### config.mk
export PLATFORM = sky130hd
export DESIGN_NAME = mwom_cfg
export DESIGN_NICKNAME = d
export VERILOG_FILES = /design/src/mwom_pkg.sv /design/src/mwom_cfg.sv
export SDC_FILE = /design/constraint.sdc
export NUM_CORES = 1
export LEC_CHECK = 0
export ABC_AREA = 1
export CAP_MARGIN = 0
export CORE_ASPECT_RATIO = 0.9
export CORE_MARGIN = 4
export CORE_UTILIZATION = 45
export CTS_BUF_LIST = sky130_fd_sc_hd__clkbuf_8
export DETAILED_ROUTE_END_ITERATION = 8
export DONT_BUFFER_PORTS = 1
export HOLD_SLACK_MARGIN = 0.1
export PLACE_DENSITY = 0.59
export SLEW_MARGIN = 30
export SYNTH_ARGS = -nofsm -noshare
export SYNTH_HDL_FRONTEND = slang
export SYNTH_SLANG_ARGS = --single-unit
### constraint.sdc
create_clock -name clk -period 15.8 [get_ports clk]
set_input_delay 2.37 -clock clk [delete_from_list [all_inputs] [get_ports clk]]
set_output_delay 2.37 -clock clk [all_outputs]
set_load 0.1 [all_outputs]
### src/mwom_pkg.sv
// ----------------------------------------------------------------------------
// mwom_pkg
// Shared widths, codes, reset values and pipeline record types for the
// waveform oscillator mixer.
// ----------------------------------------------------------------------------
package mwom_pkg;

	// field widths
	localparam int SAMPLE_W   = 24;
	localparam int IDX_W      = 32;
	localparam int PERIOD_W   = 32;
	localparam int GAIN_W     = 16;
	localparam int WAVE_SEL_W = 2;
	localparam int CFG_IDX_W  = 3;
	localparam int CFG_DATA_W = 32;

	// phase division: index scaled by 2^16 (or 2^18 plus period for the triangle)
	localparam int BASE_SHIFT = 16;
	localparam int TRI_SHIFT  = 18;
	localparam int NUM_W      = IDX_W + TRI_SHIFT + 1;
	localparam int DIV_W      = PERIOD_W + 2;
	localparam int FRAC_W     = 24;
	localparam int DIV_STAGES = NUM_W + FRAC_W;

	// scaling and mixing
	localparam int MAG_W       = FRAC_W;
	localparam int GAIN_PROD_W = 2 * GAIN_W;
	localparam int PROD_W      = MAG_W + GAIN_PROD_W;
	localparam int SCALE_SHIFT = 2 * (GAIN_W - 1) + (FRAC_W - 1) - (SAMPLE_W - 1);
	localparam int SC_W        = PROD_W + 1 - SCALE_SHIFT;
	localparam int SUM_W       = ((SC_W > SAMPLE_W) ? SC_W : SAMPLE_W) + 2;

	// waveform codes
	localparam logic [WAVE_SEL_W-1:0] WAVE_TRI    = 2'd0;
	localparam logic [WAVE_SEL_W-1:0] WAVE_SAW    = 2'd1;
	localparam logic [WAVE_SEL_W-1:0] WAVE_SQUARE = 2'd2;
	localparam logic [WAVE_SEL_W-1:0] WAVE_PULSE  = 2'd3;

	// register indexes
	localparam logic [CFG_IDX_W-1:0] REG_WAVEFORM = 3'd0;
	localparam logic [CFG_IDX_W-1:0] REG_PERIOD   = 3'd1;
	localparam logic [CFG_IDX_W-1:0] REG_VOLUME   = 3'd2;
	localparam logic [CFG_IDX_W-1:0] REG_ENVELOPE = 3'd3;

	// reset values
	localparam logic [WAVE_SEL_W-1:0]  RST_WAVEFORM = WAVE_TRI;
	localparam logic [PERIOD_W-1:0]    RST_PERIOD   = 32'd6553600;
	localparam logic [GAIN_W-1:0]      RST_VOLUME   = 16'd32768;
	localparam logic [GAIN_W-1:0]      RST_ENVELOPE = 16'd32768;
	localparam logic [GAIN_PROD_W-1:0] RST_GAIN     =
		GAIN_PROD_W'(RST_VOLUME) * GAIN_PROD_W'(RST_ENVELOPE);

	// live configuration seen by the datapath
	typedef struct packed {
		logic [WAVE_SEL_W-1:0]  waveform;
		logic [PERIOD_W-1:0]    period;
		logic [GAIN_PROD_W-1:0] gain;
	} mwom_cfg_t;

	// record leaving the phase divider
	typedef struct packed {
		logic                vld;
		logic [FRAC_W-1:0]   frac;
		logic                half_lt;
		logic                fifth_lt;
		logic [SAMPLE_W-1:0] mix;
	} mwom_div_t;

endpackage

### src/mwom_cfg.sv
// ----------------------------------------------------------------------------
// mwom_cfg
// Configuration register file with a registered volume times envelope gain.
// ----------------------------------------------------------------------------
module mwom_cfg import mwom_pkg::*; (
	input  logic                  clk,
	input  logic                  arst_n,
	input  logic                  cfg_valid,
	output logic                  cfg_ready,
	input  logic [CFG_IDX_W-1:0]  cfg_index,
	input  logic [CFG_DATA_W-1:0] cfg_data,
	output mwom_cfg_t             cfg
);

	logic [WAVE_SEL_W-1:0]  waveform_q;
	logic [PERIOD_W-1:0]    period_q;
	logic [GAIN_W-1:0]      volume_q;
	logic [GAIN_W-1:0]      envelope_q;
	logic [GAIN_PROD_W-1:0] gain_q;

	// take every write request at once
	assign cfg_ready = 1'b1;

	// write the addressed register, drop unknown indexes
	always_ff @(posedge clk or negedge arst_n) begin
		if (!arst_n) begin
			waveform_q <= RST_WAVEFORM;
			period_q   <= RST_PERIOD;
			volume_q   <= RST_VOLUME;
			envelope_q <= RST_ENVELOPE;
		end else if (cfg_valid) begin
			case (cfg_index)
				REG_WAVEFORM: waveform_q <= cfg_data[WAVE_SEL_W-1:0];
				REG_PERIOD:   period_q   <= cfg_data[PERIOD_W-1:0];
				REG_VOLUME:   volume_q   <= cfg_data[GAIN_W-1:0];
				REG_ENVELOPE: envelope_q <= cfg_data[GAIN_W-1:0];
				default: begin
				end
			endcase
		end
	end

	// combine both gains once, ahead of the datapath
	always_ff @(posedge clk or negedge arst_n) begin
		if (!arst_n) begin
			gain_q <= RST_GAIN;
		end else begin
			gain_q <= GAIN_PROD_W'(volume_q) * GAIN_PROD_W'(envelope_q);
		end
	end

	assign cfg.waveform = waveform_q;
	assign cfg.period   = period_q;
	assign cfg.gain     = gain_q;

endmodule

==> results_dict.tcl <==
set metrics [dict create \
    std_cell_rows 58 \
    crit_path_max_fanout 17 \
    worst_path_largest_cell_delay_ns 0.91 \
    antenna_found_initial 0 \
    multi_input_area_um2 8250 \
    die_y_um 167 \
    clock_latency_ns 0.42 \
    h-tree-depth 3 \
    ys_types 27 \
    layout_setup_ws_ns 9.98 \
    hold_buffers 0 \
    num-fill-cells 2792 \
    grt_use_total_pct 20.8 \
    cp-end-kind "flip-flop" \
    syn_area_um2 12700 \
    flow.area_growth_from_synthesis_pct 3.17 \
    max_freq_mhz 172 \
    finalHoldViolations 0 \
    post_cts_resized 0 \
    synth_fp_nets 1956 \
    design.core.area_um2 27900 \
    cap_viol_max_count 0 \
    crit_buf_inv 5 \
    ys_warn_count 0 \
    crit_slowest_cell "dfrtp_1" \
    post-cts-setup-buffer-count 0 \
    worst_ep_arrival_time_ns 6.12 \
    vias_per_cell 4.84 \
    dr.pass1.iters 5 \
    period_needed_ns 5.82 \
    tritoncts "done" \
    grt_max_degree 99 \
    whs_ns 0.711 \
    cp.required_ns 16.11 \
    post-route-period-util_pct 36.8 \
    ys_seq_area_share_pct 19.4 \
    rsz0062_at_grt "no" \
    path_cells "nand2_1 > fa_1 > inv_1 > fa_1 > inv_1 > fa_1 > inv_1 > fa_1 > fa_1 > inv_1 > fa_1 > inv_1 > ha_1 > nand2_1 > nor2_1 > and2_2 > nand3_1 > nand4_1 > nand2_1" \
    setup_viol 0 \
    crit_top_cell "fa_1" \
    grt_pass1_wl_mm 51.0 \
    fin_setup_tns_ns 0 \
    die_w_um 185 \
    critPathKind "reg -> reg" \
    route.detailed.drc 0 \
    initialDrtViolationCount 705 \
    first_global_vias 9676 \
    layout_common_cells "nand2_1 (505), inv_1 (452), fa_1 (194)" \
    fin_skew_ns 0.0386 \
    vias 9292 \
    drive_gt1_share_pct 3.72 \
    io_pins 105 \
    dieArea_um2 30900 \
    dp_worst_setup_slack_ns 10.08 \
    relSlewSlack_pct 38.3 \
    nets 1891 \
    clockBufferDepth 2 \
    initial_core_util_pct 45.5 \
    critPathLaunchType "flip-flop" \
    worst_slew_pin_slew_ns 0.926 \
    cts_root_buf "clkbuf_8" \
    ys_ff_latch 98 \
    cp_top_family "adder cells" \
    gp_congestion 0.899 \
    grt-ovfl-total 0 \
    seq_area_um2 2460 \
    ant_nets 0 \
    cts.clk_slew.worst_paths_ns 0.12 \
    cts_buffers 9 \
    layout_commonest_cell "nand2_1" \
    port_buffers 0 \
    wl_mm 30.4 \
    hold_path.class "reg -> reg" \
    maxSlewViolCount 0 \
    wl_per_cell_um 15.9 \
    post_synth.cell_area_avg_um2 7.83 \
    dp_hpwl_mm 23.7 \
    diodes 0 \
    synthCells 1620 \
    outcome "finished, final reports clean" \
    utilization_pct 47.0 \
    cts.sinks 98 \
]
==> final timing paths <==
path	start	to	slack, ns	cells past startpoint
max	volume_q[7]	gain_q[26]	9.98	19
min	volume_q[15]	volume_q[15]	0.71	2
max reg2reg	volume_q[7]	gain_q[26]	9.98	19
min reg2reg	volume_q[15]	volume_q[15]	0.71	2
max in group asynchronous	arst_n	envelope_q[15]	13.91	0
min in group asynchronous	arst_n	gain_q[13]	1.61	0
==> cell families (layout without fill, tap and decap cells) <==
kind of cell | after synthesis | in the layout | synth area share (%)
DFF | 98 | 98 | 19.4
xor gates and xnor gates | 18 | 18 | 1.24
other | 1 | 1 | 0.0296
AOI/OAI and AO/OA | 69 | 69 | 2.76
buffers and inverters | 528 | 468 | 15.7
adders and majority gates | 298 | 298 | 40.9
muxes | 16 | 16 | 1.42
and+or+nand+nor | 592 | 592 | 18.6
==> area by class of cell <==
| cell class | instances | area share, % |
|---|---|---|
| inverter | 452 | 13.0 |
| tap | 360 | 3.44 |
| clock inverter | 7 | 0.755 |
| clock buffer | 9 | 0.947 |
| sequential | 98 | 18.8 |
| multi-input combinational | 994 | 63.1 |
==> per-layer routing <==
layer | vias up | wire length [µm] | GRT usage, % | part of all wire, %
li1 | 4457 | - | - | -
met1 | 4502 | 14800 | 31.4 | 48
met2 | 300 | 13200 | 31.7 | 43
met3 | 33 | 2050 | 4.04 | 6.7
met4 | 0 | 440 | 3.92 | 1.4
met5 | - | 0 | 0 | 0
==> tightest hold or removal path, stage by stage, from the launching register on <==
cell and delay (ns):
dfstp_2 0.53, nand2_1 0.11, o21ai_0 0.07
==> Yosys cell counts (all sizes together) <==
library cell | number | area share [%]
inv | 452 | 13
a21o | 1 | 0.059
clkbuf | 71 | 2.1
nand3 | 36 | 1.6
dfstp | 6 | 1.2
xor2 | 15 | 1.0
a21oi | 17 | 0.67
nand2 | 508 | 15
mux2 | 16 | 1.4
conb | 1 | 0.030
dfrtp | 92 | 18
o21bai | 1 | 0.059
ha | 104 | 10
nand3b | 2 | 0.18
xnor2 | 3 | 0.21
buf | 5 | 0.22
o21ai | 50 | 2.0
nor2 | 40 | 1.4
fa | 194 | 31
and2 | 1 | 0.059
nand4 | 4 | 0.20
nor3 | 1 | 0.079
==> through the flow <==
stage | cell area [µm²] | std cells
6_report | 13100 | 1920
5_1_grt | 13100 | 1920
4_1_cts | 13100 | 1920
3_5_place_dp | 12800 | 1904
3_3_place_gp | 12800 | 1904
2_1_floorplan | 12700 | 1620
==> sequential cells by signal, indices dropped and copies added (netlist names) <==
name and cells:
period_q 32, envelope_q 16, volume_q 16, gain_q 32, waveform_q 2
Power is not shown: default switching activity piles up to over one toggle a cycle in this logic, so the estimate is an artifact.
