[src/mwom_pkg.sv]
// ----------------------------------------------------------------------------
// mwom_pkg
// Shared widths, codes, reset values and pipeline record types for the
// waveform oscillator mixer.
// ----------------------------------------------------------------------------
package mwom_pkg;

	// field widths
	localparam int SAMPLE_W   = 24;
	localparam int IDX_W      = 32;
	localparam int PERIOD_W   = 32;
	localparam int GAIN_W     = 16;
	localparam int WAVE_SEL_W = 2;
	localparam int CFG_IDX_W  = 3;
	localparam int CFG_DATA_W = 32;

	// phase division: index scaled by 2^16 (or 2^18 plus period for the triangle)
	localparam int BASE_SHIFT = 16;
	localparam int TRI_SHIFT  = 18;
	localparam int NUM_W      = IDX_W + TRI_SHIFT + 1;
	localparam int DIV_W      = PERIOD_W + 2;
	localparam int FRAC_W     = 24;
	localparam int DIV_STAGES = NUM_W + FRAC_W;

	// scaling and mixing
	localparam int MAG_W       = FRAC_W;
	localparam int GAIN_PROD_W = 2 * GAIN_W;
	localparam int PROD_W      = MAG_W + GAIN_PROD_W;
	localparam int SCALE_SHIFT = 2 * (GAIN_W - 1) + (FRAC_W - 1) - (SAMPLE_W - 1);
	localparam int SC_W        = PROD_W + 1 - SCALE_SHIFT;
	localparam int SUM_W       = ((SC_W > SAMPLE_W) ? SC_W : SAMPLE_W) + 2;

	// waveform codes
	localparam logic [WAVE_SEL_W-1:0] WAVE_TRI    = 2'd0;
	localparam logic [WAVE_SEL_W-1:0] WAVE_SAW    = 2'd1;
	localparam logic [WAVE_SEL_W-1:0] WAVE_SQUARE = 2'd2;
	localparam logic [WAVE_SEL_W-1:0] WAVE_PULSE  = 2'd3;

	// register indexes
	localparam logic [CFG_IDX_W-1:0] REG_WAVEFORM = 3'd0;
	localparam logic [CFG_IDX_W-1:0] REG_PERIOD   = 3'd1;
	localparam logic [CFG_IDX_W-1:0] REG_VOLUME   = 3'd2;
	localparam logic [CFG_IDX_W-1:0] REG_ENVELOPE = 3'd3;

	// reset values
	localparam logic [WAVE_SEL_W-1:0]  RST_WAVEFORM = WAVE_TRI;
	localparam logic [PERIOD_W-1:0]    RST_PERIOD   = 32'd6553600;
	localparam logic [GAIN_W-1:0]      RST_VOLUME   = 16'd32768;
	localparam logic [GAIN_W-1:0]      RST_ENVELOPE = 16'd32768;
	localparam logic [GAIN_PROD_W-1:0] RST_GAIN     =
		GAIN_PROD_W'(RST_VOLUME) * GAIN_PROD_W'(RST_ENVELOPE);

	// live configuration seen by the datapath
	typedef struct packed {
		logic [WAVE_SEL_W-1:0]  waveform;
		logic [PERIOD_W-1:0]    period;
		logic [GAIN_PROD_W-1:0] gain;
	} mwom_cfg_t;

	// record leaving the phase divider
	typedef struct packed {
		logic                vld;
		logic [FRAC_W-1:0]   frac;
		logic                half_lt;
		logic                fifth_lt;
		logic [SAMPLE_W-1:0] mix;
	} mwom_div_t;

endpackage

[src/mwom_mix.sv]
// ----------------------------------------------------------------------------
// mwom_mix
// Wave shaping, gain multiply, rounding and saturating mix, four stages.
// ----------------------------------------------------------------------------
module mwom_mix import mwom_pkg::*; (
	input  logic                clk,
	input  logic                arst_n,
	input  logic                en,
	input  mwom_cfg_t           cfg,
	input  mwom_div_t           din,
	output logic                vld,
	output logic [SAMPLE_W-1:0] mix_out
);

	localparam logic [FRAC_W-1:0] HALF    = {1'b1, {(FRAC_W-1){1'b0}}};
	localparam logic [FRAC_W-1:0] QUARTER = {2'b01, {(FRAC_W-2){1'b0}}};
	localparam logic [PROD_W:0]   RND     = (PROD_W+1)'(1) << (SCALE_SHIFT - 1);
	localparam logic signed [SUM_W-1:0] SAT_HI =
		{{(SUM_W-SAMPLE_W+1){1'b0}}, {(SAMPLE_W-1){1'b1}}};
	localparam logic signed [SUM_W-1:0] SAT_LO = ~SAT_HI;

	logic                vld_s1, vld_s2, vld_s3, vld_s4;
	logic                neg_s1, neg_s2, neg_s3;
	logic [MAG_W-1:0]    mag_s1;
	logic [PROD_W-1:0]   prod_s2;
	logic [SC_W-1:0]     sc_s3;
	logic [SAMPLE_W-1:0] mix_s1, mix_s2, mix_s3, mix_s4;

	logic              mod_zero;
	logic [FRAC_W-1:0] f;
	logic [FRAC_W-1:0] fold;
	logic              neg_nxt;
	logic [MAG_W-1:0]  mag_nxt;

	logic [PROD_W:0]         rnd_sum;
	logic [SC_W-1:0]         sc_nxt;
	logic signed [SUM_W-1:0] mix_x;
	logic signed [SUM_W-1:0] add_x;
	logic signed [SUM_W-1:0] sum;
	logic [SAMPLE_W-1:0]     sat_nxt;

	// a zero modulus reads as phase zero
	assign mod_zero = (cfg.period == '0);
	assign f        = mod_zero ? '0 : din.frac;
	assign fold     = (f >= HALF) ? FRAC_W'(f - HALF) : FRAC_W'(HALF - f);

	// shape the wave as sign and magnitude
	always_comb begin
		neg_nxt = 1'b0;
		mag_nxt = '0;
		case (cfg.waveform)
			WAVE_TRI: begin
				if (fold >= QUARTER) begin
					mag_nxt = MAG_W'({fold, 1'b0} - {1'b0, HALF});
				end else begin
					neg_nxt = 1'b1;
					mag_nxt = MAG_W'({1'b0, HALF} - {fold, 1'b0});
				end
			end
			WAVE_SAW: begin
				neg_nxt = (f < HALF);
				mag_nxt = fold;
			end
			WAVE_SQUARE: begin
				neg_nxt = !(mod_zero || din.half_lt);
				mag_nxt = HALF;
			end
			WAVE_PULSE: begin
				neg_nxt = !(mod_zero || din.fifth_lt);
				mag_nxt = HALF;
			end
			default: begin
				neg_nxt = 1'b0;
				mag_nxt = '0;
			end
		endcase
	end

	// advance the valid bits
	always_ff @(posedge clk or negedge arst_n) begin
		if (!arst_n) begin
			vld_s1 <= 1'b0;
			vld_s2 <= 1'b0;
			vld_s3 <= 1'b0;
			vld_s4 <= 1'b0;
		end else if (en) begin
			vld_s1 <= din.vld;
			vld_s2 <= vld_s1;
			vld_s3 <= vld_s2;
			vld_s4 <= vld_s3;
		end
	end

	// wave, product, rounding and mix registers
	always_ff @(posedge clk) begin
		if (en) begin
			neg_s1  <= neg_nxt;
			mag_s1  <= mag_nxt;
			mix_s1  <= din.mix;

			neg_s2  <= neg_s1;
			prod_s2 <= PROD_W'(mag_s1) * PROD_W'(cfg.gain);
			mix_s2  <= mix_s1;

			neg_s3  <= neg_s2;
			sc_s3   <= sc_nxt;
			mix_s3  <= mix_s2;

			mix_s4  <= sat_nxt;
		end
	end

	// round to nearest, halves away from zero on the magnitude
	assign rnd_sum = {1'b0, prod_s2} + RND;
	assign sc_nxt  = rnd_sum[PROD_W:SCALE_SHIFT];

	// add onto the mix sample and saturate
	always_comb begin
		mix_x = {{(SUM_W-SAMPLE_W){mix_s3[SAMPLE_W-1]}}, mix_s3};
		add_x = {{(SUM_W-SC_W){1'b0}}, sc_s3};
		if (neg_s3) begin
			add_x = -add_x;
		end
		sum = mix_x + add_x;
		if (sum > SAT_HI) begin
			sat_nxt = SAT_HI[SAMPLE_W-1:0];
		end else if (sum < SAT_LO) begin
			sat_nxt = SAT_LO[SAMPLE_W-1:0];
		end else begin
			sat_nxt = sum[SAMPLE_W-1:0];
		end
	end

	assign vld     = vld_s4;
	assign mix_out = mix_s4;

endmodule

[config.mk]
export PLATFORM = sky130hd
export DESIGN_NAME = mwom_mix
export DESIGN_NICKNAME = d
export VERILOG_FILES = /design/src/mwom_pkg.sv /design/src/mwom_mix.sv
export SDC_FILE = /design/constraint.sdc
export NUM_CORES = 2
export LEC_CHECK = 0
export BUFFER_PORTS_ARGS = -buffer_cell sky130_fd_sc_hd__clkbuf_2
export CAP_MARGIN = 20
export CORE_MARGIN = 2
export CORE_UTILIZATION = 32
export DETAILED_ROUTE_END_ITERATION = 7
export REMOVE_ABC_BUFFERS = 1
export SKIP_CTS_REPAIR_TIMING = 1
export SYNTH_ARGS = -nofsm -noshare
export SYNTH_HDL_FRONTEND = slang
export SYNTH_SLANG_ARGS = --single-unit
[constraint.sdc]
create_clock -name clk -period 7.05 [get_ports clk]
set_input_delay 0.3525 -clock clk [delete_from_list [all_inputs] [get_ports clk]]
set_output_delay 0.3525 -clock clk [all_outputs]
set_load 0.05 [all_outputs]
==> results.md <==
- Worst Slack Setup Final: -0.202 ns
- Vias post-DR: 24400
- Core area: 0.104 sq mm
- Clock tree buffer depth: 2
- Max Clock Skew: 0.0148 ns
- CTS Root Cell: clkbuf_16
- Clk_lat worst skew: 0.48 ns
- Total Routing Usage GR: 0.163
- Layout cell share with drive strength beyond 1: 0.154
- Layout fillers: 10400
- Routability congestion estimate: 0.875
- Async set-or-reset flop fraction in the synthesized netlist: 0.0221
- Failing checks: setup timing
- Layout area overhead: 16.6%
- Synth Flop Type: edfxtp_1
- Tcrit/Tclk final: 1.03
- Die X-Extent: 327 microns
- CTS tree: done
- Largest net degree at the start of global routing: 103
- Slew HR: 0.345
- Avg Vias per Cell: 4.70
- TritonCTS Buffers: 17
- Clk sinks: 181
- DRC: 0
- Worst hold path class: in -> reg
- Status: complete, but fails checks
- Initial DRC Count: 1408
- Critical Path AT: 7.47 ns
- H-tree depth: 4
- Max Cap Viol: 0
- Post-Route WL: 86200 microns
- Clk slew on worst S/H paths: 0.08 ns
- Seq/Total Area, Yosys: 0.162
- Most used cell along the critical path: fa_1
- Fin crit period: 7.25 ns
- Dpl ws: -1.02 ns
- DRT antenna net count: 0
- CP endpoint kind: register
- Mapped Area: 0.0335 sq mm
- Initial Util: 0.323
- Max Clk Rate: 138 MHz
- Post-DP HPWL: 73300 microns
- Worst-Margin Slew: 0.982 ns
- Grt ovf: 0
- Crit-path slowest cell: fa_1
- DR WL/cell: 16.6 microns
- Syn avg cell area: 9.54 sq um
- IO Count: 145
- WP buf/inv: 6
- Hold Vio Cnt, Final: 0
- I/O Buffers: 144
- Initial antenna violation count: 12
- Worst path top cell family by delay: adder cells
- Die Area: 0.107 sq mm
- Number of synthesized flops with an enable pin: 177
- Syn Inst Count: 3509
- Max FO, Critical Path: 8
- WS Path Type: reg -> reg
- RSZ-0062 raised after global routing: true
- Ys Warns: 0
- Distinct cells, synth: 77
- Nets: 4774
- Vias in the first global route: 25400
- Final Hold Slack: 0.0474 ns
- Seq cells post-synth: 181
- Die Span Y: 327 microns
- CP max stage delay: 0.58 ns
- WP data required: 7.27 ns
- Setup crit start kind: register
- Rows: 118
- Slew Limit Fails: 0
- Drt first pass iters: 5
- Global-route wire length before repair: 138000 microns
- # setup viols final: 7
## path summary, 6_finish.rpt
| kind | startpoint | slack (ns) | endpoint | cells past startpoint |
|---|---|---|---|---|
| max | mag_s1[18]$_DFFE_PP_ | -0.20 | prod_s2[47]$_DFFE_PP_ | 25 |
| min | din[12] | 0.05 | mix_s1[12]$_DFFE_PP_ | 1 |
| max reg2reg | mag_s1[18]$_DFFE_PP_ | -0.20 | prod_s2[47]$_DFFE_PP_ | 25 |
| min reg2reg | mix_s2[13]$_DFFE_PP_ | 0.41 | mix_s3[13]$_DFFE_PP_ | 0 |
| max in group asynchronous | arst_n | 6.71 | vld_s2$_DFFE_PN0P_ | 2 |
| min in group asynchronous | arst_n | 0.22 | vld$_DFFE_PN0P_ | 2 |
## synth_stat cells, types with 9 or more instances
cell type	n	area, sq um
inv_1	742	2790
fa_1	658	13200
nand2_1	450	1690
and2_1	398	2490
ha_1	209	2620
edfxtp_1	177	5320
clkbuf_1	161	604
xnor2_1	98	858
a21oi_1	96	480
nor2_1	87	327
o21ai_0	56	280
a21o_1	42	315
xor2_1	34	298
nand3_1	28	140
nor3_1	27	135
nand4_1	21	131
a211oi_1	19	143
nor4_1	16	100
a31oi_1	15	93.8
o21a_1	14	105
o31ai_1	13	97.6
o211ai_1	11	82.6
and3_1	9	56.3
or3_1	9	56.3
## cell type report
class,count,area [sq um],area share
Clock buffer,17,425,0.0109
Multi-Input combinational cell,2419,25200,0.646
Inverter,742,2790,0.0713
Antenna cell,1,2.50,0.0000641
Sequential cell,181,5420,0.139
Clock inverter,15,196,0.00503
Timing Repair Buffer,426,3290,0.0842
Tap cell,1380,1730,0.0442
## worst register-to-register path, delay by kind of cell, from the launching register on
family	cells	cell delay, ns
compound gates	8	1.85
xor+xnor	1	0.15
fa+ha+maj	8	3.75
buf+inv	6	0.64
flops	1	0.39
simple gates	2	0.23
## cells in the final DEF, fill, tap and decap left out, types with 6 or more instances in the layout
master and count:
buf_4 221, nand4_1 21, inv_2 9, a21oi_2 7, nand3_1 28, inv_1 733, buf_8 6, nand2_1 448
clkbuf_2 143, a211oi_1 14, o211ai_1 11, xnor2_1 97, and2_4 13, o21ai_0 50, or3_1 7, a21oi_1 87
a31oi_1 15, nor4_1 16, or4_1 6, edfxtp_1 177, a21o_1 42, nor2_1 80, ha_1 193, nor2_2 7
ha_4 14, o21a_1 13, and2_1 385, o31ai_1 13, buf_12 21, buf_6 31, nor3_1 25, xor2_1 34
clkbuf_16 18, fa_2 27, and3_1 9, fa_1 631, nand2b_1 6
## sequential cells by signal, summed over array words and instances, names as in the netlist
register and flops:
neg_s3 1, sc_s3 27, neg_s2 1, prod_s2 27
mix_out 24, vld_s1 1, vld_s3 1, mag_s1 24
mix_s2 24, mix_s1 24, mix_s3 24, vld 1
vld_s2 1, neg_s1 1
## logic make-up after synthesis
logic type / count (synthesis) / synth area share
and+or+nand+nor: 1082 / 0.162
buffers and inverters: 909 / 0.103
adders and majority gates: 867 / 0.471
AOI/OAI and AO/OA: 328 / 0.0643
DFF: 181 / 0.162
xor gates and xnor gates: 133 / 0.0350
muxes: 9 / 0.00288
## routing by layer
metal	global-route usage	wire length, microns	vias to the layer above	share of wire
met5	0	86	-	0.0010
met4	0.0282	1180	16	0.014
met3	0.0306	5160	80	0.060
met2	0.268	40500	594	0.47
met1	0.227	39300	12400	0.46
li1	-	-	11300	-
## metrics by stage
| stage | TNS [ns] | cells | util | area (sq um) |
|---|---|---|---|---|
| 2_1_floorplan | -2.49 | 3342 | - | 32800 |
| 3_3_place_gp | -11.04 | 5123 | 0.362 | 37500 |
| 3_5_place_dp | -11.67 | 5123 | 0.362 | 37500 |
| 4_1_cts | -11.55 | 5155 | 0.368 | 38100 |
| 5_1_grt | -2.52 | 5180 | 0.377 | 39000 |
| 6_report | -0.494 | 5181 | 0.377 | 39000 |
Power is not shown: default switching activity piles up to over one toggle a cycle in this logic, so the estimate is an artifact.
