--- src/mwom_pkg.sv ---
// ----------------------------------------------------------------------------
// mwom_pkg
// Shared widths, codes, reset values and pipeline record types for the
// waveform oscillator mixer.
// ----------------------------------------------------------------------------
package mwom_pkg;

	// field widths
	localparam int SAMPLE_W   = 24;
	localparam int IDX_W      = 32;
	localparam int PERIOD_W   = 32;
	localparam int GAIN_W     = 16;
	localparam int WAVE_SEL_W = 2;
	localparam int CFG_IDX_W  = 3;
	localparam int CFG_DATA_W = 32;

	// phase division: index scaled by 2^16 (or 2^18 plus period for the triangle)
	localparam int BASE_SHIFT = 16;
	localparam int TRI_SHIFT  = 18;
	localparam int NUM_W      = IDX_W + TRI_SHIFT + 1;
	localparam int DIV_W      = PERIOD_W + 2;
	localparam int FRAC_W     = 24;
	localparam int DIV_STAGES = NUM_W + FRAC_W;

	// scaling and mixing
	localparam int MAG_W       = FRAC_W;
	localparam int GAIN_PROD_W = 2 * GAIN_W;
	localparam int PROD_W      = MAG_W + GAIN_PROD_W;
	localparam int SCALE_SHIFT = 2 * (GAIN_W - 1) + (FRAC_W - 1) - (SAMPLE_W - 1);
	localparam int SC_W        = PROD_W + 1 - SCALE_SHIFT;
	localparam int SUM_W       = ((SC_W > SAMPLE_W) ? SC_W : SAMPLE_W) + 2;

	// waveform codes
	localparam logic [WAVE_SEL_W-1:0] WAVE_TRI    = 2'd0;
	localparam logic [WAVE_SEL_W-1:0] WAVE_SAW    = 2'd1;
	localparam logic [WAVE_SEL_W-1:0] WAVE_SQUARE = 2'd2;
	localparam logic [WAVE_SEL_W-1:0] WAVE_PULSE  = 2'd3;

	// register indexes
	localparam logic [CFG_IDX_W-1:0] REG_WAVEFORM = 3'd0;
	localparam logic [CFG_IDX_W-1:0] REG_PERIOD   = 3'd1;
	localparam logic [CFG_IDX_W-1:0] REG_VOLUME   = 3'd2;
	localparam logic [CFG_IDX_W-1:0] REG_ENVELOPE = 3'd3;

	// reset values
	localparam logic [WAVE_SEL_W-1:0]  RST_WAVEFORM = WAVE_TRI;
	localparam logic [PERIOD_W-1:0]    RST_PERIOD   = 32'd6553600;
	localparam logic [GAIN_W-1:0]      RST_VOLUME   = 16'd32768;
	localparam logic [GAIN_W-1:0]      RST_ENVELOPE = 16'd32768;
	localparam logic [GAIN_PROD_W-1:0] RST_GAIN     =
		GAIN_PROD_W'(RST_VOLUME) * GAIN_PROD_W'(RST_ENVELOPE);

	// live configuration seen by the datapath
	typedef struct packed {
		logic [WAVE_SEL_W-1:0]  waveform;
		logic [PERIOD_W-1:0]    period;
		logic [GAIN_PROD_W-1:0] gain;
	} mwom_cfg_t;

	// record leaving the phase divider
	typedef struct packed {
		logic                vld;
		logic [FRAC_W-1:0]   frac;
		logic                half_lt;
		logic                fifth_lt;
		logic [SAMPLE_W-1:0] mix;
	} mwom_div_t;

endpackage

--- src/mwom_obuf.sv ---
// ----------------------------------------------------------------------------
// mwom_obuf
// Two entry output buffer; the pipeline advances whenever a slot is free, so
// the downstream ready never reaches the upstream side.
// ----------------------------------------------------------------------------
module mwom_obuf import mwom_pkg::*; (
	input  logic                clk,
	input  logic                arst_n,
	input  logic                push,
	input  logic [SAMPLE_W-1:0] push_data,
	output logic                space,
	output logic                out_valid,
	input  logic                out_ready,
	output logic [SAMPLE_W-1:0] mix_out
);

	logic [1:0]          count_q;
	logic [SAMPLE_W-1:0] head_q;
	logic [SAMPLE_W-1:0] tail_q;
	logic                pop;

	assign space     = (count_q != 2'd2);
	assign out_valid = (count_q != 2'd0);
	assign pop       = out_valid && out_ready;
	assign mix_out   = head_q;

	// fill level
	always_ff @(posedge clk or negedge arst_n) begin
		if (!arst_n) begin
			count_q <= 2'd0;
		end else if (push && !pop) begin
			count_q <= count_q + 2'd1;
		end else if (pop && !push) begin
			count_q <= count_q - 2'd1;
		end
	end

	// hold results in order, head first
	always_ff @(posedge clk) begin
		if (pop) begin
			if (push && count_q == 2'd1) begin
				head_q <= push_data;
			end else begin
				head_q <= tail_q;
			end
			if (push && count_q == 2'd2) begin
				tail_q <= push_data;
			end
		end else if (push) begin
			if (count_q == 2'd0) begin
				head_q <= push_data;
			end else begin
				tail_q <= push_data;
			end
		end
	end

endmodule

--- config.mk ---
export PLATFORM = sky130hd
export DESIGN_NAME = mwom_obuf
export DESIGN_NICKNAME = d
export VERILOG_FILES = /design/src/mwom_pkg.sv /design/src/mwom_obuf.sv
export SDC_FILE = /design/constraint.sdc
export NUM_CORES = 1
export LEC_CHECK = 0
export ABC_CLOCK_PERIOD_IN_PS = 3150
export BUFFER_PORTS_ARGS = -buffer_cell sky130_fd_sc_hd__buf_2
export CAP_MARGIN = 30
export CORE_MARGIN = 8
export CORE_UTILIZATION = 52
export CTS_BUF_LIST = sky130_fd_sc_hd__clkbuf_16
export CTS_CLUSTER_DIAMETER = 40
export DETAILED_ROUTE_END_ITERATION = 8
export PLACE_DENSITY = 0.79
export SYNTH_ARGS = -nofsm -noshare
export SYNTH_HDL_FRONTEND = slang
export SYNTH_SLANG_ARGS = --single-unit
--- constraint.sdc ---
create_clock -name clk -period 3.15 [get_ports clk]
set_clock_uncertainty 0.05 [all_clocks]
set_input_delay 0.315 -clock clk [delete_from_list [all_inputs] [get_ports clk]]
set_output_delay 0.315 -clock clk [all_outputs]
set_load 0.01 [all_outputs]
==> results of run 1 <==
## flip-flops by register name, indices dropped and copies added (netlist names)
| register | count |
|---|---|
| count_q | 2 |
| mix_out | 24 |
| tail_q | 24 |
## area by class of cell
type,count,area [um^2]
Fill cell,292,1345
Timing Repair Buffer,56,290.3
Multi-Input combinational cell,43,511.7
Tap cell,50,62.56
Clock inverter,3,68.82
Inverter,5,18.77
Clock buffer,5,125.1
Sequential cell,50,1491
## worst paths after layout
check | endpoint | depth (start not counted)
worst max-delay path | tail_q[18] | 6
worst min-delay path | tail_q[0] | 1
worst max register to register | tail_q[18] | 6
worst min register to register | count_q[0] | 1
max in group asynchronous | count_q[0] | 2
min in group asynchronous | count_q[1] | 2
## routing by layer
metal | up-vias | GRT usage, % | part of all wire, %
met1 | 499 | 13.08 | 41
met4 | 0 | 6.296 | 1.9
li1 | 495 | - | -
met5 | - | 0 | 0
met2 | 39 | 18.14 | 48
met3 | 6 | 4.740 | 8.6
## through the flow
| stage | instances | power [W] | util, % | setup WS [ps] |
|---|---|---|---|---|
| 2_1_floorplan | 100 | 0.001645 | - | 514.9 |
| 3_3_place_gp | 203 | 0.001824 | 60.42 | 878.4 |
| 3_5_place_dp | 203 | 0.001862 | 60.42 | 771.6 |
| 4_1_cts | 212 | 0.002547 | 65.63 | 755.7 |
| 5_1_grt | 212 | 0.002645 | 65.63 | 631.6 |
| 6_report | 212 | 0.002517 | 65.63 | 765.3 |
## report_power, final
part | switching, W | internal, W | total [W]
Sequential | 0.0000593 | 0.00105 | 0.00111
Combinational | 0.000397 | 0.000330 | 0.000727
Clock | 0.000225 | 0.000456 | 0.000680
Total | 0.000681 | 0.00184 | 0.00252
## critical path, cell delays in order, from the launching register on
cell     delay [ps]
dfrtp_1         390
inv_1            90
ha_1            250
nor2b_4         160
mux2_2          360
nor2_2          440
buf_4           330
## Yosys cell counts (all sizes together)
master / count / share of area (%)
buf: 2 / 1.9
edfxtp: 48 / 70
dfrtp: 2 / 2.4
inv: 5 / 0.91
mux2: 25 / 17
ha: 6 / 3.6
xor2: 1 / 0.43
nor2: 1 / 0.18
nor2b: 1 / 0.67
o21ai: 1 / 0.24
nand2: 6 / 1.5
xnor2: 1 / 0.43
or2b: 1 / 0.36
## cells by family after synthesis
kind of cell	Yosys count
flops	50
mux	25
simple gates	9
buf+inv	7
fa+ha+maj	6
xor+xnor	2
compound gates	1
## repair_timing
item                      4_1_cts  5_1_grt
hold buffers                    1        0
hold endpoints to repair        2        0
resized for setup               0        0
==> flow_metrics.py, run 1 <==
metrics = {
    "outcome": {
        "outcome": "complete, no violations",
    },
    "sta": {
        "rsz0062_at_grt": "false",
        "hold_violations": 0,
        "setup_tns_ps": 0,
        "max-slew-margin-rel_pct": 62.24,
        "setup_violations": 0,
        "fin_crit_ps": 2385,
        "fmax_mhz": 419.3,
        "fin_crit_sh_pct": 75.71,
        "holdWs_ps": 168.0,
        "worstMarginPinSlew_ps": 565.8,
        "slew_violations": 0,
    },
    "layout": {
        "area_growth_pct": 24.73,
        "final_common_cell": "buf_2",
        "final_cell_mix": "53 x buf_2, 48 x edfxtp_1, 20 x mux2_4",
        "final_layout_size_suffix_gt1_share_pct": 56.17,
        "antenna_cells": 0,
        "nNetsFinal": 195,
        "design_area_um2": 2569,
    },
    "clocking": {
        "clk_pin_slew_ps": 70,
        "clock-sinks": 50,
        "cts-root-buf": "clkbuf_16",
        "clk_latency_ps": 280,
        "htreeDepth": 2,
        "post_cts_buffers": 0,
        "cts_buffer_depth": 2,
        "cts_tree": "done",
        "numCtsBuffers": 5,
    },
    "global_route": {
        "antenna_found_initial": 0,
        "grt_use_total_pct": 11.51,
        "first_global_vias": 1094,
        "grt_max_degree": 25,
        "grt_overflow_total": 0,
        "grt_pass1_wl_um": 5471,
    },
    "synth": {
        "synth.distinct_cells": 15,
        "synth_top_family_by_area": "multiplexers",
        "postSynthCellCount": 100,
        "syn_area_um2": 2059,
        "yosys.area_share.simple_pct": 2.673,
        "ys_ff_latch": 50,
        "synthMuxAreaShare_pct": 17.31,
        "synth_fp_nets": 134,
        "seq_area_frac_synth_pct": 72.42,
        "synth_compound_area_share_pct": 0.2430,
        "synth_xor_area_share_pct": 0.8505,
        "avgSynthCellArea_um2": 20.59,
        "yosys_warnings": 0,
        "yosys.area_share.adder_pct": 3.645,
    },
    "setup_path": {
        "reg2reg_from": "count_q[0]",
        "path_class": "reg -> reg",
        "worst_setup_path_end_kind": "register",
        "r2r_setup_slack_ps": 770,
        "path_max_fanout": 14,
        "critPathLaunchType": "register",
        "critPathLaunch": "count_q[0]",
        "cp.required_ps": 3080,
        "cp_data_arrival_time_ps": 2310,
    },
    "floorplanning": {
        "core_region_area_um2": 3914,
        "die_area_um2": 6230,
        "rows": 23,
        "initial_core_util_pct": 52.62,
        "die_w_um": 78.93,
        "io_pins": 54,
        "fp.dieH_um": 78.93,
    },
    "route": {
        "viasPerCell": 4.901,
        "route.vias.total": 1039,
        "wl_per_cell_um": 16.31,
        "ant_nets": 0,
        "finalWirelength_um": 3457,
        "drc": 0,
        "dr.pass1.iters": 4,
        "initialDrtViolationCount": 41,
    },
    "power_and_ir_drop": {
        "leakage_nw": 1.099,
        "power-per-cell-area_nw_per_um2": 979.7,
        "ir_drop_uv": 565.7,
    },
    "job": {
        "cap_violations": 0,
    },
    "min_path": {
        "hold_path_class": "in -> reg",
        "hold_start": "push_data[0]",
    },
    "place": {
        "dp_hpwl_um": 2539,
        "routabilityCongestion": 0.7033,
        "dpl_cell_area_um2": 2365,
        "port_buffers": 53,
    },
}
Note: power is estimated with default switching activity, not from simulation.
==> run 2: changes to the inputs <==
--- a/config.mk
+++ b/config.mk
@@ -5,15 +5,15 @@
 export SDC_FILE = /design/constraint.sdc
 export NUM_CORES = 1
 export LEC_CHECK = 0
-export ABC_CLOCK_PERIOD_IN_PS = 3150
+export ABC_CLOCK_PERIOD_IN_PS = 2000
 export BUFFER_PORTS_ARGS = -buffer_cell sky130_fd_sc_hd__buf_2
 export CAP_MARGIN = 30
 export CORE_MARGIN = 8
-export CORE_UTILIZATION = 52
+export CORE_UTILIZATION = 47
 export CTS_BUF_LIST = sky130_fd_sc_hd__clkbuf_16
 export CTS_CLUSTER_DIAMETER = 40
 export DETAILED_ROUTE_END_ITERATION = 8
-export PLACE_DENSITY = 0.79
+export PLACE_DENSITY = 0.75
 export SYNTH_ARGS = -nofsm -noshare
 export SYNTH_HDL_FRONTEND = slang
 export SYNTH_SLANG_ARGS = --single-unit
==> constraint.sdc (replaced) <==
create_clock -name clk -period 2 [get_ports clk]
set_clock_uncertainty 0.05 [all_clocks]
set_input_delay 0.2 -clock clk [delete_from_list [all_inputs] [get_ports clk]]
set_output_delay 0.2 -clock clk [all_outputs]
set_load 0.01 [all_outputs]
==> run 2 against run 1 <==
Effect of this change: sequential share of layout area about the same; count of clock-buffer cells in the layout unchanged; via count up 0.29%; worst hold slack worse by 110 ps; fmax grew 24%; cell area about the same; critical endpoint is now tail_q[22]; flip-flop and latch count unchanged; cell count grew 0.94%; register-to-register slack worse by 680 ps; clock power rose by 34%; first-iteration DRC count increased by 41%.
==> flow_metrics.py, run 2 (same netlist as run 1, synthesis figures left out) <==
metrics = {
    "outcome": {
        "outcome": "complete, no violations",
    },
    "power_and_ir_drop": {
        "combPwrFrac_pct": 31.3,
        "power-per-cell-area_nw_per_um2": 1509,
        "leakage_nw": 1.101,
        "p_sw_share_pct": 27.58,
        "p_seq_share_pct": 45.3,
        "p_clk_share_pct": 23.5,
        "p_sw_w": 0.001069,
        "p_int_w": 0.002808,
        "ir_drop_uv": 780.4,
        "finalPower_w": 0.003877,
    },
    "floorplanning": {
        "die_w_um": 82.20,
        "rows": 24,
        "die_area_um2": 6756,
        "initial_core_util_pct": 47.96,
        "io_pins": 54,
        "fp.dieH_um": 82.20,
        "core_region_area_um2": 4294,
    },
    "sta": {
        "fin_crit_sh_pct": 95.82,
        "slew_violations": 0,
        "rsz0062_at_grt": "false",
        "setup_violations": 0,
        "max-slew-margin-rel_pct": 70.83,
        "fin_crit_ps": 1916,
        "worstMarginPinSlew_ps": 437.1,
        "hold_violations": 0,
        "fmax_mhz": 521.8,
        "setup_tns_ps": 0,
    },
    "setup_path": {
        "critPathLaunchType": "register",
        "path_class": "reg -> reg",
        "r2r_cells": 6,
        "timing.rr.end": "tail_q[22]",
        "worst_setup_path_end_kind": "register",
        "path_max_fanout": 24,
        "cp.required_ps": 1930,
        "r2r_setup_slack_ps": 80,
        "crit_path_top_delay_cell": "dfrtp_1",
        "max_stage_delay_ps": 400,
        "crit_chain": "inv_1, ha_1, nor2b_4, mux2_2, nor2_4, buf_12",
        "reg2reg_from": "count_q[0]",
        "cp_data_arrival_time_ps": 1850,
    },
    "route": {
        "route.vias.total": 1042,
        "initialDrtViolationCount": 58,
        "drc": 0,
        "finalWirelength_um": 3648,
        "wl_per_cell_um": 17.05,
        "ant_nets": 0,
        "dr.pass1.iters": 4,
        "viasPerCell": 4.869,
    },
    "global_route": {
        "first_global_vias": 1111,
        "grt_pass1_wl_um": 5547,
        "grt_use_total_pct": 11.18,
        "antenna_found_initial": 0,
        "grt_overflow_total": 0,
        "grt_max_degree": 25,
    },
    "min_path": {
        "hold_start": "push_data[17]",
        "hold_path_class": "in -> reg",
        "holdPathStages": 1,
        "hold_end": "tail_q[17]",
    },
    "job": {
        "cap_violations": 0,
    },
    "clocking": {
        "cts_resized": 0,
        "htreeDepth": 2,
        "clock-sinks": 50,
        "cts_tree": "done",
        "cts-root-buf": "clkbuf_16",
        "clk_latency_ps": 280,
        "numCtsBuffers": 5,
        "cts_buffer_depth": 2,
        "clk_pin_slew_ps": 60,
    },
    "layout": {
        "final_cell_mix": "53 x buf_2, 48 x edfxtp_1, 20 x mux2_4",
        "antenna_cells": 0,
        "final_common_cell": "buf_2",
        "area_growth_pct": 24.79,
        "nNetsFinal": 195,
        "final_layout_size_suffix_gt1_share_pct": 54.94,
    },
    "place": {
        "routabilityCongestion": 0.7046,
        "dp_hpwl_um": 2660,
        "port_buffers": 53,
    },
}
[run 2: stage by stage]
stage                     std cells  worst slack [ps]  utilization [%]  hold slack [ps]  instance area, um^2
after floorplan                 100             7.323                -           -145.6                 2067
after global placement          205             184.5            55.83           -66.26                 2397
after detailed placement        205             64.74            55.83           -61.76                 2397
after CTS                       214             60.48            59.85            51.63                 2570
after global routing            214             13.92            59.85            53.03                 2570
final                           214             83.51            59.85            57.96                 2570
[run 2: worst max path at each step]
stage,start,to,slack (ps),depth (start not counted)
finish,count_q[0],tail_q[22],80,6
CTS,count_q[0],tail_q[18],60,6
global route,count_q[0],tail_q[18],10,6
global placement,count_q[0],tail_q[18],180,6
floorplan,count_q[0],tail_q[0],7,5
detailed placement,count_q[0],tail_q[22],60,6
[run 2: layout make-up]
cell class              instances  area, um^2
flip-flops and latches         50        1491
well taps                      52       65.06
repair buffers                 56       315.3
clock inverters                 3       37.54
fillers                       326        1724
clock buffers                   5       125.1
inverters                       5       18.77
multi-input cells              43       516.7
[run 2: metal layers]
| metal | up-vias | part of all wire [%] | track usage [%] |
|---|---|---|---|
| met5 | - | 0 | 0 |
| met4 | 0 | 1.2 | 3.684 |
| met3 | 5 | 9.0 | 4.978 |
| met2 | 41 | 49 | 17.70 |
| met1 | 499 | 41 | 13.30 |
| li1 | 497 | - | - |
[run 2: critical path, delay by kind of cell, from the launching register on]
| family | cells | cell delay [ps] |
|---|---|---|
| AND/OR/NAND/NOR | 2 | 260 |
| multiplexers | 1 | 370 |
| adder cells (fa/ha/maj) | 1 | 250 |
| flip-flops | 1 | 400 |
| buffers and inverters | 2 | 290 |
[run 2: what timing repair did]
action / CTS / global route
setup buffers: 0 / 0
hold endpoints to repair: 2 / 0
hold buffers: 1 / 0
[run 2: power by group through the flow]
stage / logic, W / registers (W) / clock network [W]
after CTS: 0.00125 / 0.00176 / 0.000935
after detailed placement: 0.00124 / 0.00178 / 0
after global placement: 0.00118 / 0.00175 / 0
after floorplan: 0.000734 / 0.00187 / 0
final: 0.00121 / 0.00176 / 0.000909
after global routing: 0.00132 / 0.00179 / 0.000980
